**src/rtl/ggaid_pkg.sv**
```systemverilog
package ggaid_pkg;

	localparam int MAX_DIM    = 4096;
	localparam int DIM_W      = 13;
	localparam int PIX_W      = 24;
	localparam int ARC_W      = 27;
	localparam int CNT_W      = 4;
	localparam int DIV_QW     = 12;
	localparam int DIV_STEPS  = 2;
	localparam int DIV_STAGES = DIV_QW / DIV_STEPS;

	// Reciprocal of five for offsets below 2^16.
	localparam logic [16:0] RECIP5    = 17'd52429;
	localparam int          RECIP5_SH = 18;

	// Configuration register indexes.
	localparam logic CFG_WIDTH  = 1'b0;
	localparam logic CFG_HEIGHT = 1'b1;

	// Unit steps of a neighbor offset, two-bit two's complement.
	localparam logic [1:0] D_P = 2'b01;
	localparam logic [1:0] D_Z = 2'b00;
	localparam logic [1:0] D_N = 2'b11;

	typedef enum logic [2:0] {
		RG_CORNER,
		RG_TOP,
		RG_BOT,
		RG_LEFT,
		RG_RIGHT,
		RG_INNER
	} region_t;

	// Grid figures derived from the clamped width and height.
	typedef struct packed {
		logic [DIM_W-1:0] w;
		logic [DIM_W-1:0] h;
		logic [DIM_W-1:0] wm2;
		logic [24:0]      wh;
		logic [PIX_W-1:0] bl;
		logic [ARC_W-1:0] c1;
		logic [ARC_W-1:0] c2;
		logic [ARC_W-1:0] c3;
		logic [ARC_W-1:0] c4;
		logic [ARC_W-1:0] arcs;
	} geom_t;

	// Data that rides alongside the divider.
	typedef struct packed {
		logic             op;
		logic             inv;
		region_t          region;
		logic [ARC_W-1:0] idx;
		logic [11:0]      q5;
		logic [14:0]      offlo;
	} side_t;

	// One finished item: a first result and a count of results.
	typedef struct packed {
		logic [PIX_W-1:0] src;
		logic [PIX_W-1:0] dst;
		logic [ARC_W-1:0] arc;
		logic [CNT_W-1:0] cnt;
		logic             inv;
	} res_t;

	function automatic logic [DIM_W-1:0] clamp_dim(input logic [DIM_W-1:0] r);
		logic [DIM_W-1:0] v;
		if (r < DIM_W'(2)) begin
			v = DIM_W'(2);
		end else if (r > DIM_W'(MAX_DIM)) begin
			v = DIM_W'(MAX_DIM);
		end else begin
			v = r;
		end
		return v;
	endfunction

	// One restoring division step: {quotient bit, new remainder}.
	function automatic logic [DIM_W:0] div_step(input logic [DIM_W-1:0] rem,
		input logic b, input logic [DIM_W-1:0] den);
		logic [DIM_W:0] t;
		logic [DIM_W:0] r;
		t = {rem, b};
		if (t >= {1'b0, den}) begin
			r = {1'b1, DIM_W'(t - {1'b0, den})};
		end else begin
			r = {1'b0, t[DIM_W-1:0]};
		end
		return r;
	endfunction

	// Neighbor step {dx, dy} of an arc, by region and arc position k.
	function automatic logic [3:0] arc_delta(input region_t rg, input logic [3:0] k);
		logic [3:0] r;
		r = {D_Z, D_Z};
		unique case (rg)
			RG_CORNER: begin
				unique case (k)
					4'd0:    r = {D_P, D_Z};
					4'd1:    r = {D_P, D_P};
					4'd2:    r = {D_Z, D_P};
					4'd3:    r = {D_Z, D_P};
					4'd4:    r = {D_N, D_P};
					4'd5:    r = {D_N, D_Z};
					4'd6:    r = {D_Z, D_N};
					4'd7:    r = {D_P, D_N};
					4'd8:    r = {D_P, D_Z};
					4'd9:    r = {D_Z, D_N};
					4'd10:   r = {D_N, D_Z};
					default: r = {D_N, D_N};
				endcase
			end
			RG_TOP: begin
				unique case (k)
					4'd0:    r = {D_P, D_Z};
					4'd1:    r = {D_P, D_P};
					4'd2:    r = {D_Z, D_P};
					4'd3:    r = {D_N, D_P};
					default: r = {D_N, D_Z};
				endcase
			end
			RG_BOT: begin
				unique case (k)
					4'd0:    r = {D_Z, D_N};
					4'd1:    r = {D_P, D_N};
					4'd2:    r = {D_P, D_Z};
					4'd3:    r = {D_N, D_Z};
					default: r = {D_N, D_N};
				endcase
			end
			RG_LEFT: begin
				unique case (k)
					4'd0:    r = {D_Z, D_N};
					4'd1:    r = {D_P, D_N};
					4'd2:    r = {D_P, D_Z};
					4'd3:    r = {D_P, D_P};
					default: r = {D_Z, D_P};
				endcase
			end
			RG_RIGHT: begin
				unique case (k)
					4'd0:    r = {D_Z, D_N};
					4'd1:    r = {D_Z, D_P};
					4'd2:    r = {D_N, D_N};
					4'd3:    r = {D_N, D_Z};
					default: r = {D_N, D_P};
				endcase
			end
			default: begin
				unique case (k)
					4'd0:    r = {D_Z, D_P};
					4'd1:    r = {D_P, D_N};
					4'd2:    r = {D_P, D_Z};
					4'd3:    r = {D_P, D_P};
					4'd4:    r = {D_Z, D_N};
					4'd5:    r = {D_N, D_N};
					4'd6:    r = {D_N, D_Z};
					default: r = {D_N, D_P};
				endcase
			end
		endcase
		return r;
	endfunction

endpackage

```
**src/rtl/ggaid_front.sv**
```systemverilog
module ggaid_front (
	input  logic                    clk,
	input  logic                    arst_n,
	input  logic                    en,
	input  logic                    in_valid,
	input  logic                    in_op,
	input  logic [26:0]             in_index,
	input  ggaid_pkg::geom_t        geom,
	output logic                    out_valid,
	output logic [23:0]             out_num,
	output logic [12:0]             out_den,
	output ggaid_pkg::side_t        out_side
);
	import ggaid_pkg::*;

	logic             v_s1, v_s2, v_s3;
	logic             op_s1, op_s2, op_s3;
	logic [ARC_W-1:0] idx_s1, idx_s2, idx_s3;
	logic             inv_s2, inv_s3;
	region_t          rg_s2, rg_s3;
	logic [ARC_W-1:0] off_s3;

	logic             inv_c;
	region_t          rg_c;
	logic [ARC_W-1:0] rbase_c;
	logic [32:0]      prod5_c;

	// Valid bits travel with the words.
	always_ff @(posedge clk or negedge arst_n) begin
		if (!arst_n) begin
			v_s1 <= 1'b0;
			v_s2 <= 1'b0;
			v_s3 <= 1'b0;
		end else if (en) begin
			v_s1 <= in_valid;
			v_s2 <= v_s1;
			v_s3 <= v_s2;
		end
	end

	// Range check and region of the arc number.
	always_comb begin
		if (op_s1) begin
			inv_c = idx_s1 >= ARC_W'(geom.wh);
		end else begin
			inv_c = idx_s1 >= geom.arcs;
		end
		if (idx_s1 < ARC_W'(12)) begin
			rg_c = RG_CORNER;
		end else if (idx_s1 < geom.c1) begin
			rg_c = RG_TOP;
		end else if (idx_s1 < geom.c2) begin
			rg_c = RG_BOT;
		end else if (idx_s1 < geom.c3) begin
			rg_c = RG_LEFT;
		end else if (idx_s1 < geom.c4) begin
			rg_c = RG_RIGHT;
		end else begin
			rg_c = RG_INNER;
		end
	end

	// First arc number of the region.
	always_comb begin
		unique case (rg_s2)
			RG_CORNER: rbase_c = '0;
			RG_TOP:    rbase_c = ARC_W'(12);
			RG_BOT:    rbase_c = geom.c1;
			RG_LEFT:   rbase_c = geom.c2;
			RG_RIGHT:  rbase_c = geom.c3;
			default:   rbase_c = geom.c4;
		endcase
	end

	always_ff @(posedge clk) begin
		if (en) begin
			op_s1  <= in_op;
			idx_s1 <= in_index;
			op_s2  <= op_s1;
			idx_s2 <= idx_s1;
			inv_s2 <= inv_c;
			rg_s2  <= rg_c;
			op_s3  <= op_s2;
			idx_s3 <= idx_s2;
			inv_s3 <= inv_s2;
			rg_s3  <= rg_s2;
			off_s3 <= idx_s2 - rbase_c;
		end
	end

	// Edge ordinal by reciprocal of five; divider operands.
	assign prod5_c   = 33'(off_s3[15:0]) * 33'(RECIP5);
	assign out_valid = v_s3;
	assign out_num   = op_s3 ? idx_s3[PIX_W-1:0] : off_s3[ARC_W-1:3];
	assign out_den   = op_s3 ? geom.w : geom.wm2;

	always_comb begin
		out_side.op     = op_s3;
		out_side.inv    = inv_s3;
		out_side.region = rg_s3;
		out_side.idx    = idx_s3;
		out_side.q5     = prod5_c[RECIP5_SH+11:RECIP5_SH];
		out_side.offlo  = off_s3[14:0];
	end

endmodule

```
**src/rtl/ggaid_div.sv**
```systemverilog
module ggaid_div (
	input  logic                    clk,
	input  logic                    arst_n,
	input  logic                    en,
	input  logic                    in_valid,
	input  logic [23:0]             num,
	input  logic [12:0]             den,
	input  ggaid_pkg::side_t        in_side,
	output logic                    out_valid,
	output logic [11:0]             quot,
	output logic [12:0]             rem,
	output ggaid_pkg::side_t        out_side
);
	import ggaid_pkg::*;

	// Stage registers, one entry per divider stage.
	logic              v_s    [DIV_STAGES];
	logic [DIM_W-1:0]  rem_s  [DIV_STAGES];
	logic [DIV_QW-1:0] nb_s   [DIV_STAGES];
	logic [DIV_QW-1:0] q_s    [DIV_STAGES];
	logic [DIM_W-1:0]  den_s  [DIV_STAGES];
	side_t             side_s [DIV_STAGES];

	for (genvar g = 0; g < DIV_STAGES; g++) begin : g_stage
		logic              v_in;
		logic [DIM_W-1:0]  r_in, d_in, r_o;
		logic [DIV_QW-1:0] nb_in, q_in, nb_o, q_o;
		side_t             sd_in;
		logic [DIM_W:0]    st;

		if (g == 0) begin : g_first
			assign v_in  = in_valid;
			assign r_in  = DIM_W'(num[23:DIV_QW]);
			assign nb_in = num[DIV_QW-1:0];
			assign q_in  = '0;
			assign d_in  = den;
			assign sd_in = in_side;
		end else begin : g_next
			assign v_in  = v_s[g-1];
			assign r_in  = rem_s[g-1];
			assign nb_in = nb_s[g-1];
			assign q_in  = q_s[g-1];
			assign d_in  = den_s[g-1];
			assign sd_in = side_s[g-1];
		end

		// Two quotient bits per stage.
		always_comb begin
			r_o  = r_in;
			q_o  = q_in;
			nb_o = nb_in;
			st   = '0;
			for (int j = 0; j < DIV_STEPS; j++) begin
				st   = div_step(r_o, nb_o[DIV_QW-1], d_in);
				r_o  = st[DIM_W-1:0];
				q_o  = {q_o[DIV_QW-2:0], st[DIM_W]};
				nb_o = {nb_o[DIV_QW-2:0], 1'b0};
			end
		end

		always_ff @(posedge clk or negedge arst_n) begin
			if (!arst_n) begin
				v_s[g] <= 1'b0;
			end else if (en) begin
				v_s[g] <= v_in;
			end
		end

		always_ff @(posedge clk) begin
			if (en) begin
				rem_s[g]  <= r_o;
				nb_s[g]   <= nb_o;
				q_s[g]    <= q_o;
				den_s[g]  <= d_in;
				side_s[g] <= sd_in;
			end
		end
	end

	assign out_valid = v_s[DIV_STAGES-1];
	assign quot      = q_s[DIV_STAGES-1];
	assign rem       = rem_s[DIV_STAGES-1];
	assign out_side  = side_s[DIV_STAGES-1];

endmodule

```
**src/rtl/ggaid_back.sv**
```systemverilog
module ggaid_back (
	input  logic                    clk,
	input  logic                    arst_n,
	input  logic                    en,
	input  logic                    in_valid,
	input  logic [11:0]             quot,
	input  logic [12:0]             rem,
	input  ggaid_pkg::side_t        in_side,
	input  ggaid_pkg::geom_t        geom,
	output logic                    out_valid,
	output ggaid_pkg::res_t         out_res
);
	import ggaid_pkg::*;

	// Stage 1 registers.
	logic             v_s1, op_s1, inv_s1;
	region_t          rg_s1;
	logic [ARC_W-1:0] idx_s1;
	logic [3:0]       k_s1;
	logic [11:0]      q5_s1;
	logic [DIM_W-1:0] x_s1;
	logic [11:0]      y_s1;
	logic             x0_s1, xl_s1, y0_s1, yl_s1;
	logic [PIX_W-1:0] prod_s1;
	// Stage 2 registers.
	logic             v_s2, zd_s2;
	logic [PIX_W-1:0] o_s2;
	logic [14:0]      dl_s2;
	res_t             r_s2;
	// Stage 3 register.
	logic             v_s3;
	res_t             r_s3;

	logic [14:0]      m5_c;
	logic [2:0]       k5_c;
	logic [3:0]       k_c;
	logic [DIM_W-1:0] ma_c, mb_c;
	logic [25:0]      prod_c;

	logic [PIX_W-1:0] o_c;
	logic [3:0]       dd_c;
	logic [14:0]      dyw_c, dl_c;
	logic [DIM_W-1:0] xm1_c, ym1_c;
	logic [ARC_W-1:0] x5_c, y5_c, base_c;
	logic [CNT_W-1:0] n_c;
	res_t             r_c;
	logic             zd_c;
	res_t             r3_c;

	always_ff @(posedge clk or negedge arst_n) begin
		if (!arst_n) begin
			v_s1 <= 1'b0;
			v_s2 <= 1'b0;
			v_s3 <= 1'b0;
		end else if (en) begin
			v_s1 <= in_valid;
			v_s2 <= v_s1;
			v_s3 <= v_s2;
		end
	end

	// Arc position in its pixel and the one shared multiply.
	always_comb begin
		m5_c = 15'({in_side.q5, 2'b00}) + 15'(in_side.q5);
		k5_c = 3'(in_side.offlo - m5_c);
		unique case (in_side.region)
			RG_CORNER: k_c = in_side.idx[3:0];
			RG_INNER:  k_c = {1'b0, in_side.offlo[2:0]};
			default:   k_c = {1'b0, k5_c};
		endcase
		if (in_side.op) begin
			ma_c = DIM_W'(quot) - DIM_W'(1);
			mb_c = geom.wm2;
		end else if (in_side.region == RG_INNER) begin
			ma_c = DIM_W'(quot) + DIM_W'(1);
			mb_c = geom.w;
		end else begin
			ma_c = DIM_W'(in_side.q5) + DIM_W'(1);
			mb_c = geom.w;
		end
		prod_c = 26'(ma_c) * 26'(mb_c);
	end

	always_ff @(posedge clk) begin
		if (en) begin
			op_s1   <= in_side.op;
			inv_s1  <= in_side.inv;
			rg_s1   <= in_side.region;
			idx_s1  <= in_side.idx;
			k_s1    <= k_c;
			q5_s1   <= in_side.q5;
			x_s1    <= rem;
			y_s1    <= quot;
			x0_s1   <= rem == '0;
			xl_s1   <= rem == geom.w - DIM_W'(1);
			y0_s1   <= quot == '0;
			yl_s1   <= DIM_W'(quot) == geom.h - DIM_W'(1);
			prod_s1 <= prod_c[PIX_W-1:0];
		end
	end

	// Source pixel and step of a decoded arc.
	always_comb begin
		unique case (rg_s1)
			RG_CORNER: begin
				unique case (k_s1) inside
					4'd0, 4'd1, 4'd2: o_c = '0;
					4'd3, 4'd4, 4'd5: o_c = PIX_W'(geom.w) - PIX_W'(1);
					4'd6, 4'd7, 4'd8: o_c = geom.bl;
					default:          o_c = PIX_W'(geom.wh - 25'd1);
				endcase
			end
			RG_TOP:   o_c = PIX_W'(q5_s1) + PIX_W'(1);
			RG_BOT:   o_c = geom.bl + PIX_W'(q5_s1) + PIX_W'(1);
			RG_LEFT:  o_c = prod_s1;
			RG_RIGHT: o_c = prod_s1 + PIX_W'(geom.w) - PIX_W'(1);
			default:  o_c = prod_s1 + PIX_W'(x_s1) + PIX_W'(1);
		endcase
		dd_c = arc_delta(rg_s1, k_s1);
		unique case (dd_c[1:0])
			D_P:     dyw_c = 15'(geom.w);
			D_N:     dyw_c = 15'd0 - 15'(geom.w);
			default: dyw_c = '0;
		endcase
		dl_c = 15'({{13{dd_c[3]}}, dd_c[3:2]}) + dyw_c;
	end

	// First outgoing arc number and arc count of a queried pixel.
	always_comb begin
		xm1_c = x_s1 - DIM_W'(1);
		ym1_c = DIM_W'(y_s1) - DIM_W'(1);
		x5_c  = ARC_W'({xm1_c, 2'b00}) + ARC_W'(xm1_c);
		y5_c  = ARC_W'({ym1_c, 2'b00}) + ARC_W'(ym1_c);
		n_c   = CNT_W'(5);
		if (y0_s1) begin
			if (x0_s1) begin
				base_c = '0;
				n_c    = CNT_W'(3);
			end else if (xl_s1) begin
				base_c = ARC_W'(3);
				n_c    = CNT_W'(3);
			end else begin
				base_c = ARC_W'(12) + x5_c;
			end
		end else if (yl_s1) begin
			if (x0_s1) begin
				base_c = ARC_W'(6);
				n_c    = CNT_W'(3);
			end else if (xl_s1) begin
				base_c = ARC_W'(9);
				n_c    = CNT_W'(3);
			end else begin
				base_c = geom.c1 + x5_c;
			end
		end else if (x0_s1) begin
			base_c = geom.c2 + y5_c;
		end else if (xl_s1) begin
			base_c = geom.c3 + y5_c;
		end else begin
			base_c = geom.c4 + ARC_W'({PIX_W'(prod_s1 + PIX_W'(xm1_c)), 3'b000});
			n_c    = CNT_W'(8);
		end
	end

	// Choose the word for the operation; out of range gives one flagged result.
	always_comb begin
		r_c.dst = '0;
		if (inv_s1) begin
			r_c.src = '0;
			r_c.arc = idx_s1;
			r_c.cnt = CNT_W'(1);
			r_c.inv = 1'b1;
			zd_c    = 1'b1;
		end else if (op_s1) begin
			r_c.src = idx_s1[PIX_W-1:0];
			r_c.arc = base_c;
			r_c.cnt = n_c;
			r_c.inv = 1'b0;
			zd_c    = 1'b1;
		end else begin
			r_c.src = o_c;
			r_c.arc = idx_s1;
			r_c.cnt = CNT_W'(1);
			r_c.inv = 1'b0;
			zd_c    = 1'b0;
		end
	end

	// Destination pixel: the source plus the signed step.
	always_comb begin
		r3_c = r_s2;
		if (zd_s2) begin
			r3_c.dst = '0;
		end else begin
			r3_c.dst = PIX_W'(o_s2 + PIX_W'({{9{dl_s2[14]}}, dl_s2}));
		end
	end

	always_ff @(posedge clk) begin
		if (en) begin
			o_s2  <= o_c;
			dl_s2 <= dl_c;
			zd_s2 <= zd_c;
			r_s2  <= r_c;
			r_s3  <= r3_c;
		end
	end

	assign out_valid = v_s3;
	assign out_res   = r_s3;

endmodule

```
**src/rtl/ggaid_seq.sv**
```systemverilog
module ggaid_seq (
	input  logic                    clk,
	input  logic                    arst_n,
	input  logic                    in_valid,
	input  ggaid_pkg::res_t         in_res,
	output logic                    take,
	output logic                    done,
	output logic [23:0]             src_pixel,
	output logic [23:0]             dst_pixel,
	output logic [26:0]             arc_number,
	output logic                    last,
	output logic                    invalid
);
	import ggaid_pkg::*;

	logic act_q;
	res_t cur_q;

	// A new word is loaded when idle or on the final result of a burst.
	assign take = !act_q || (cur_q.cnt == CNT_W'(1));

	always_ff @(posedge clk or negedge arst_n) begin
		if (!arst_n) begin
			act_q <= 1'b0;
		end else if (take) begin
			act_q <= in_valid;
		end
	end

	// Walk the arc numbers of a burst one per cycle.
	always_ff @(posedge clk) begin
		if (take) begin
			cur_q <= in_res;
		end else begin
			cur_q.arc <= cur_q.arc + ARC_W'(1);
			cur_q.cnt <= cur_q.cnt - CNT_W'(1);
		end
	end

	assign done       = act_q;
	assign src_pixel  = cur_q.src;
	assign dst_pixel  = cur_q.dst;
	assign arc_number = cur_q.arc;
	assign last       = cur_q.cnt == CNT_W'(1);
	assign invalid    = cur_q.inv;

endmodule

```
**src/rtl/grid_graph_arc_index_decode_top.sv**
```systemverilog
// Channel   Handshake          Words
// config    cfg_we             cfg_addr, cfg_wdata
// command   start, busy        op, index
// result    done (strobe)      src_pixel, dst_pixel, arc_number, last, invalid
//
// A command is taken when start is high and busy is low; its first result
// passes 3 decode, 6 divider and 3 assembly stages and the result register.
// An arc decode gives one result and a pixel query 3, 5 or 8, one per cycle,
// and the single result port paces the commands: busy holds the whole
// pipeline while a burst is still being sent. Reset clears all valid bits
// and sets both grid sizes to 2; the derived grid figures are registered
// from the configuration registers.
module grid_graph_arc_index_decode_top (
	input  logic        clk,
	input  logic        arst_n,
	input  logic        cfg_we,
	input  logic        cfg_addr,
	input  logic [12:0] cfg_wdata,
	input  logic        start,
	input  logic        op,
	input  logic [26:0] index,
	output logic        busy,
	output logic        done,
	output logic [23:0] src_pixel,
	output logic [23:0] dst_pixel,
	output logic [26:0] arc_number,
	output logic        last,
	output logic        invalid
);
	import ggaid_pkg::*;

	logic [DIM_W-1:0] wcfg_q, hcfg_q;
	geom_t            geom_d, geom_q;

	logic [DIM_W-1:0] hm2_c;
	logic [14:0]      ew_c, eh_c;
	logic [25:0]      inner_c, wh_c, bl_c;

	logic             en;
	logic             f_valid, d_valid, b_valid, take;
	logic [23:0]      f_num;
	logic [12:0]      f_den;
	side_t            f_side, d_side;
	logic [11:0]      d_quot;
	logic [12:0]      d_rem;
	res_t             b_res;

	// Configuration registers.
	always_ff @(posedge clk or negedge arst_n) begin
		if (!arst_n) begin
			wcfg_q <= DIM_W'(2);
			hcfg_q <= DIM_W'(2);
		end else if (cfg_we) begin
			unique case (cfg_addr)
				CFG_WIDTH:  wcfg_q <= cfg_wdata;
				default:    hcfg_q <= cfg_wdata;
			endcase
		end
	end

	// Grid figures: region bounds of the arc numbering.
	always_comb begin
		geom_d.w    = clamp_dim(wcfg_q);
		geom_d.h    = clamp_dim(hcfg_q);
		geom_d.wm2  = geom_d.w - DIM_W'(2);
		hm2_c       = geom_d.h - DIM_W'(2);
		ew_c        = 15'({geom_d.wm2, 2'b00}) + 15'(geom_d.wm2);
		eh_c        = 15'({hm2_c, 2'b00}) + 15'(hm2_c);
		inner_c     = 26'(geom_d.wm2) * 26'(hm2_c);
		wh_c        = 26'(geom_d.w) * 26'(geom_d.h);
		bl_c        = 26'(geom_d.w) * 26'(geom_d.h - DIM_W'(1));
		geom_d.wh   = wh_c[24:0];
		geom_d.bl   = bl_c[PIX_W-1:0];
		geom_d.c1   = ARC_W'(12) + ARC_W'(ew_c);
		geom_d.c2   = geom_d.c1 + ARC_W'(ew_c);
		geom_d.c3   = geom_d.c2 + ARC_W'(eh_c);
		geom_d.c4   = geom_d.c3 + ARC_W'(eh_c);
		geom_d.arcs = geom_d.c4 + ARC_W'({inner_c[23:0], 3'b000});
	end

	always_ff @(posedge clk) begin
		geom_q <= geom_d;
	end

	// The pipeline moves unless its last word waits on a burst.
	assign en   = !b_valid || take;
	assign busy = !en;

	ggaid_front u_front (
		.clk       (clk),
		.arst_n    (arst_n),
		.en        (en),
		.in_valid  (start && !busy),
		.in_op     (op),
		.in_index  (index),
		.geom      (geom_q),
		.out_valid (f_valid),
		.out_num   (f_num),
		.out_den   (f_den),
		.out_side  (f_side)
	);

	ggaid_div u_div (
		.clk       (clk),
		.arst_n    (arst_n),
		.en        (en),
		.in_valid  (f_valid),
		.num       (f_num),
		.den       (f_den),
		.in_side   (f_side),
		.out_valid (d_valid),
		.quot      (d_quot),
		.rem       (d_rem),
		.out_side  (d_side)
	);

	ggaid_back u_back (
		.clk       (clk),
		.arst_n    (arst_n),
		.en        (en),
		.in_valid  (d_valid),
		.quot      (d_quot),
		.rem       (d_rem),
		.in_side   (d_side),
		.geom      (geom_q),
		.out_valid (b_valid),
		.out_res   (b_res)
	);

	ggaid_seq u_seq (
		.clk        (clk),
		.arst_n     (arst_n),
		.in_valid   (b_valid),
		.in_res     (b_res),
		.take       (take),
		.done       (done),
		.src_pixel  (src_pixel),
		.dst_pixel  (dst_pixel),
		.arc_number (arc_number),
		.last       (last),
		.invalid    (invalid)
	);

endmodule

```
**config.mk**
```make
export PLATFORM = sky130hd
export DESIGN_NAME = grid_graph_arc_index_decode_top
export DESIGN_NICKNAME = d
export VERILOG_FILES = /design/src/rtl/ggaid_pkg.sv /design/src/rtl/ggaid_front.sv /design/src/rtl/ggaid_div.sv /design/src/rtl/ggaid_back.sv /design/src/rtl/ggaid_seq.sv /design/src/rtl/grid_graph_arc_index_decode_top.sv
export SDC_FILE = /design/constraint.sdc
export NUM_CORES = 2
export LEC_CHECK = 0
export BUFFER_PORTS_ARGS = -buffer_cell sky130_fd_sc_hd__buf_4
export CAP_MARGIN = 20
export CORE_MARGIN = 1.5
export CORE_UTILIZATION = 35
export DETAILED_ROUTE_END_ITERATION = 12
export GPL_ROUTABILITY_DRIVEN = 0
export PLACE_DENSITY = 0.54
export SLEW_MARGIN = 20
export SYNTH_ARGS = -nofsm -noshare
export SYNTH_HDL_FRONTEND = slang
export SYNTH_SLANG_ARGS = --single-unit
export TNS_END_PERCENT = 1
```
**constraint.sdc**
```tcl
create_clock -name clk -period 32 [get_ports clk]
set_clock_uncertainty 0.15 [all_clocks]
set_input_delay 9.6 -clock clk [delete_from_list [all_inputs] [get_ports clk]]
set_output_delay 9.6 -clock clk [all_outputs]
set_load 0.1 [all_outputs]
```
==> results.cfg <==
[run_status]
status = finished with violations
failed_checks = DRC

[logic_synthesis]
synthesis.area_mm2 = 0.0933
synth_enable_flop_cells = 942
ys_seq_area_frac = 0.359
syn_area_per_cell_um2 = 10.2
synth_cell_types = 120
ys.flop_type = edfxtp_1
synth-xor-area-share = 0.0602
synth_compound_gate_area_share = 0.110
synthAdderAreaFrac = 0.261
synth_top_family_by_area = adder cells
synthMuxAreaShare = 0.0273
ys_warn_count = 0
synth-seq-cells = 1190
syn_inst = 9149
synthSimpleGateAreaFrac = 0.115
async_reset_ff_frac = 0.0328

[run]
maxCapViolCount = 0

[timing]
period_needed_ps = 12810
hold_viol = 0
slew_viol_final = 0
finalSetupTns_ps = 0
worstMarginPinSlew_ps = 1140
setup_viol = 0
fmax_mhz = 78.1
min_period_over_period = 0.400
rsz0062_at_grt = false
max_slew_margin = 0.236

[floorplanning]
die_h_um = 519
ios = 125
rows = 189
die_w_um = 519
core_area_mm2 = 0.265
dieArea_mm2 = 0.270
start_util = 0.352

[setup_path]
worstPathArrival_ps = 3060
critPathMostFrequentCell = buf_4
startpoint_type = register
crit_family = buffers and inverters
worst-path-buf-inv = 3
worstSetupPathType = register to output pin
crit_cells = 6
max_stage_delay_ps = 470
critPathSlowestCell = buf_4
cp_data_required_time_ps = 22250
path_max_fanout = 46
reg2reg_depth = 40
endpoint_kind = output pin
path_cells = ha_1 -> nor3b_1 -> nand3b_1 -> buf_4 -> inv_1 -> buf_4
ff2ff_setup_slack_ps = 20560

[routing]
dr_total_vias = 66537
first_iter_violations = 5681
wl_um = 271000
routedWlPerCell_um = 21.0
avgViaCountPerCell = 5.16
postRouteAntennaNets = 0
drcViolationCount = 36
firstDrtPassIters = 10

[clocking]
cts.htree.levels = 4
clk-insertion-delay-late_ps = 830
cts_setup_buffers = 0
ctsResizeCount = 0
cts_tree = yes
hold_buffers = 0
cts.sinks = 1190
cts_buffers = 143
clk_transition_reported_paths_ps = 60
clock_path_buffers = 3
clockRootBuffer = clkbuf_16

[finish]
nets = 10871
regArea_mm2 = 0.0334
drive_above_1_share = 0.0775
nFillCells = 25820
multi_input_area_mm2 = 0.0537
area_delta_synth_final_pct = 10.5

[global_route]
antenna_found_initial = 20
grt_pass1_wl_um = 409000
gr-usage-all-layers = 0.199
grt_overflow = 0
grt_max_degree = 172
grt_pass1_vias = 66983

[placed_design]
port_buffers = 124
dp_hpwl_um = 216000

[min_path]
min_path_cells = 0
hp-class = register to register
-- metal layers --
metal,vias up,wire (um),global-route usage
li1,31354,-,-
met1,32706,120000,0.270
met2,2045,121000,0.316
met3,430,18900,0.0347
met4,2,10600,0.0758
met5,-,11,0
-- per-stage QoR --
stage,util,instance area (um2),hold slack (ps),instances,setup WS (ps)
5_1_grt,0.389,103000,244,12892,18920
3_3_place_gp,0.370,98200,250,12628,20050
6_report,0.389,103000,241,12893,19190
3_5_place_dp,0.371,98200,255,12629,19960
4_1_cts,0.389,103000,238,12891,19060
2_1_floorplan,-,93400,250,9177,2830
-- placed cells by master (no fill, tap or decap), types with 46 or more instances in the layout --
cell       instances
nand4_1           71
o21bai_1          74
mux2_2           158
nand2b_1          96
buf_4            235
inv_1           1278
o21ai_0          391
mux2i_1           72
nor2_1           589
dfxtp_1          209
fa_1             600
nor3_1           146
a21oi_1          440
xnor2_1          441
clkbuf_16        145
nand2_1          859
nor2b_1          103
and3_1            71
xor2_1           185
a21o_1           149
and2_1            76
o21a_1            87
a21boi_0          46
nand3_1           97
ha_1             984
edfxtp_1         942
-- synth_stat cells (72+ instances only) --
cell	n	area, um2
xor2_1	187	1640
inv_1	1278	4800
nand2b_1	97	607
nand3_1	97	485
nor2_1	590	2210
xnor2_1	442	3870
fa_1	600	12000
nand2_1	859	3220
o21ai_0	393	1970
o21bai_1	74	556
and2_1	76	475
a21oi_1	440	2200
dfxtp_1	209	4180
mux2_2	158	1780
edfxtp_1	942	28300
nor2b_1	105	657
a21o_1	149	1120
nor3_1	147	736
clkbuf_1	216	811
o21a_1	87	653
ha_1	984	12300
mux2i_1	72	721
buf_4	75	563
-- worst paths after layout --
kind                                       end           startpoint
setup / recovery                          busy       u_seq.cur_q[1]
hold / removal             u_div.side_s[3][47]  u_div.side_s[2][47]
setup reg to reg                    geom_q[22]            wcfg_q[6]
hold reg to reg            u_div.side_s[3][47]  u_div.side_s[2][47]
max in group asynchronous            hcfg_q[0]               arst_n
min in group asynchronous      u_div.out_valid               arst_n
-- cell families after synthesis --
family | Yosys count
buffers and inverters | 1608
multiplexers | 232
adder cells (fa/ha/maj) | 1584
AND/OR/NAND/NOR | 2301
flip-flops | 1190
AO/OA/AOI/OAI | 1598
other | 2
XOR/XNOR | 634
-- area by class of cell --
type | instances | area share
inverters | 1290 | 0.0470
well taps | 3533 | 0.0429
clock inverters | 83 | 0.0102
clock buffers | 179 | 0.0370
diodes | 2 | 0.0000485
multi-input cells | 6379 | 0.521
repair buffers | 237 | 0.0174
flip-flops and latches | 1190 | 0.324
-- worst register-to-register path, delay by kind of cell (launching register included) --
kind	cells	cell delay (ps)
compound gates	12	3290
simple gates	11	2220
fa+ha+maj	6	2220
buf+inv	6	1650
xor+xnor	3	730
flops	1	660
mux	2	450
-- state kept, by name, summed over array words and instances, names as in the netlist, 27 cells and up, named ones only --
| signal | count |
|---|---|
| u_back.out_res | 80 |
| u_div.q_s | 42 |
| u_front.off_s3 | 27 |
| geom_q | 174 |
| u_back.r3_c | 56 |
| u_seq.arc_number | 27 |
| u_front.idx_s2 | 27 |
| u_div.side_s | 282 |
| u_back.idx_s1 | 27 |
| u_front.idx_s1 | 27 |
| u_div.rem_s | 78 |
| u_div.nb_s | 30 |
| u_div.den_s | 65 |
| u_front.idx_s3 | 27 |
Power is left out: the tool's default activity adds up to more than one toggle a clock period on the data nets, which glitch-free logic cannot reach.
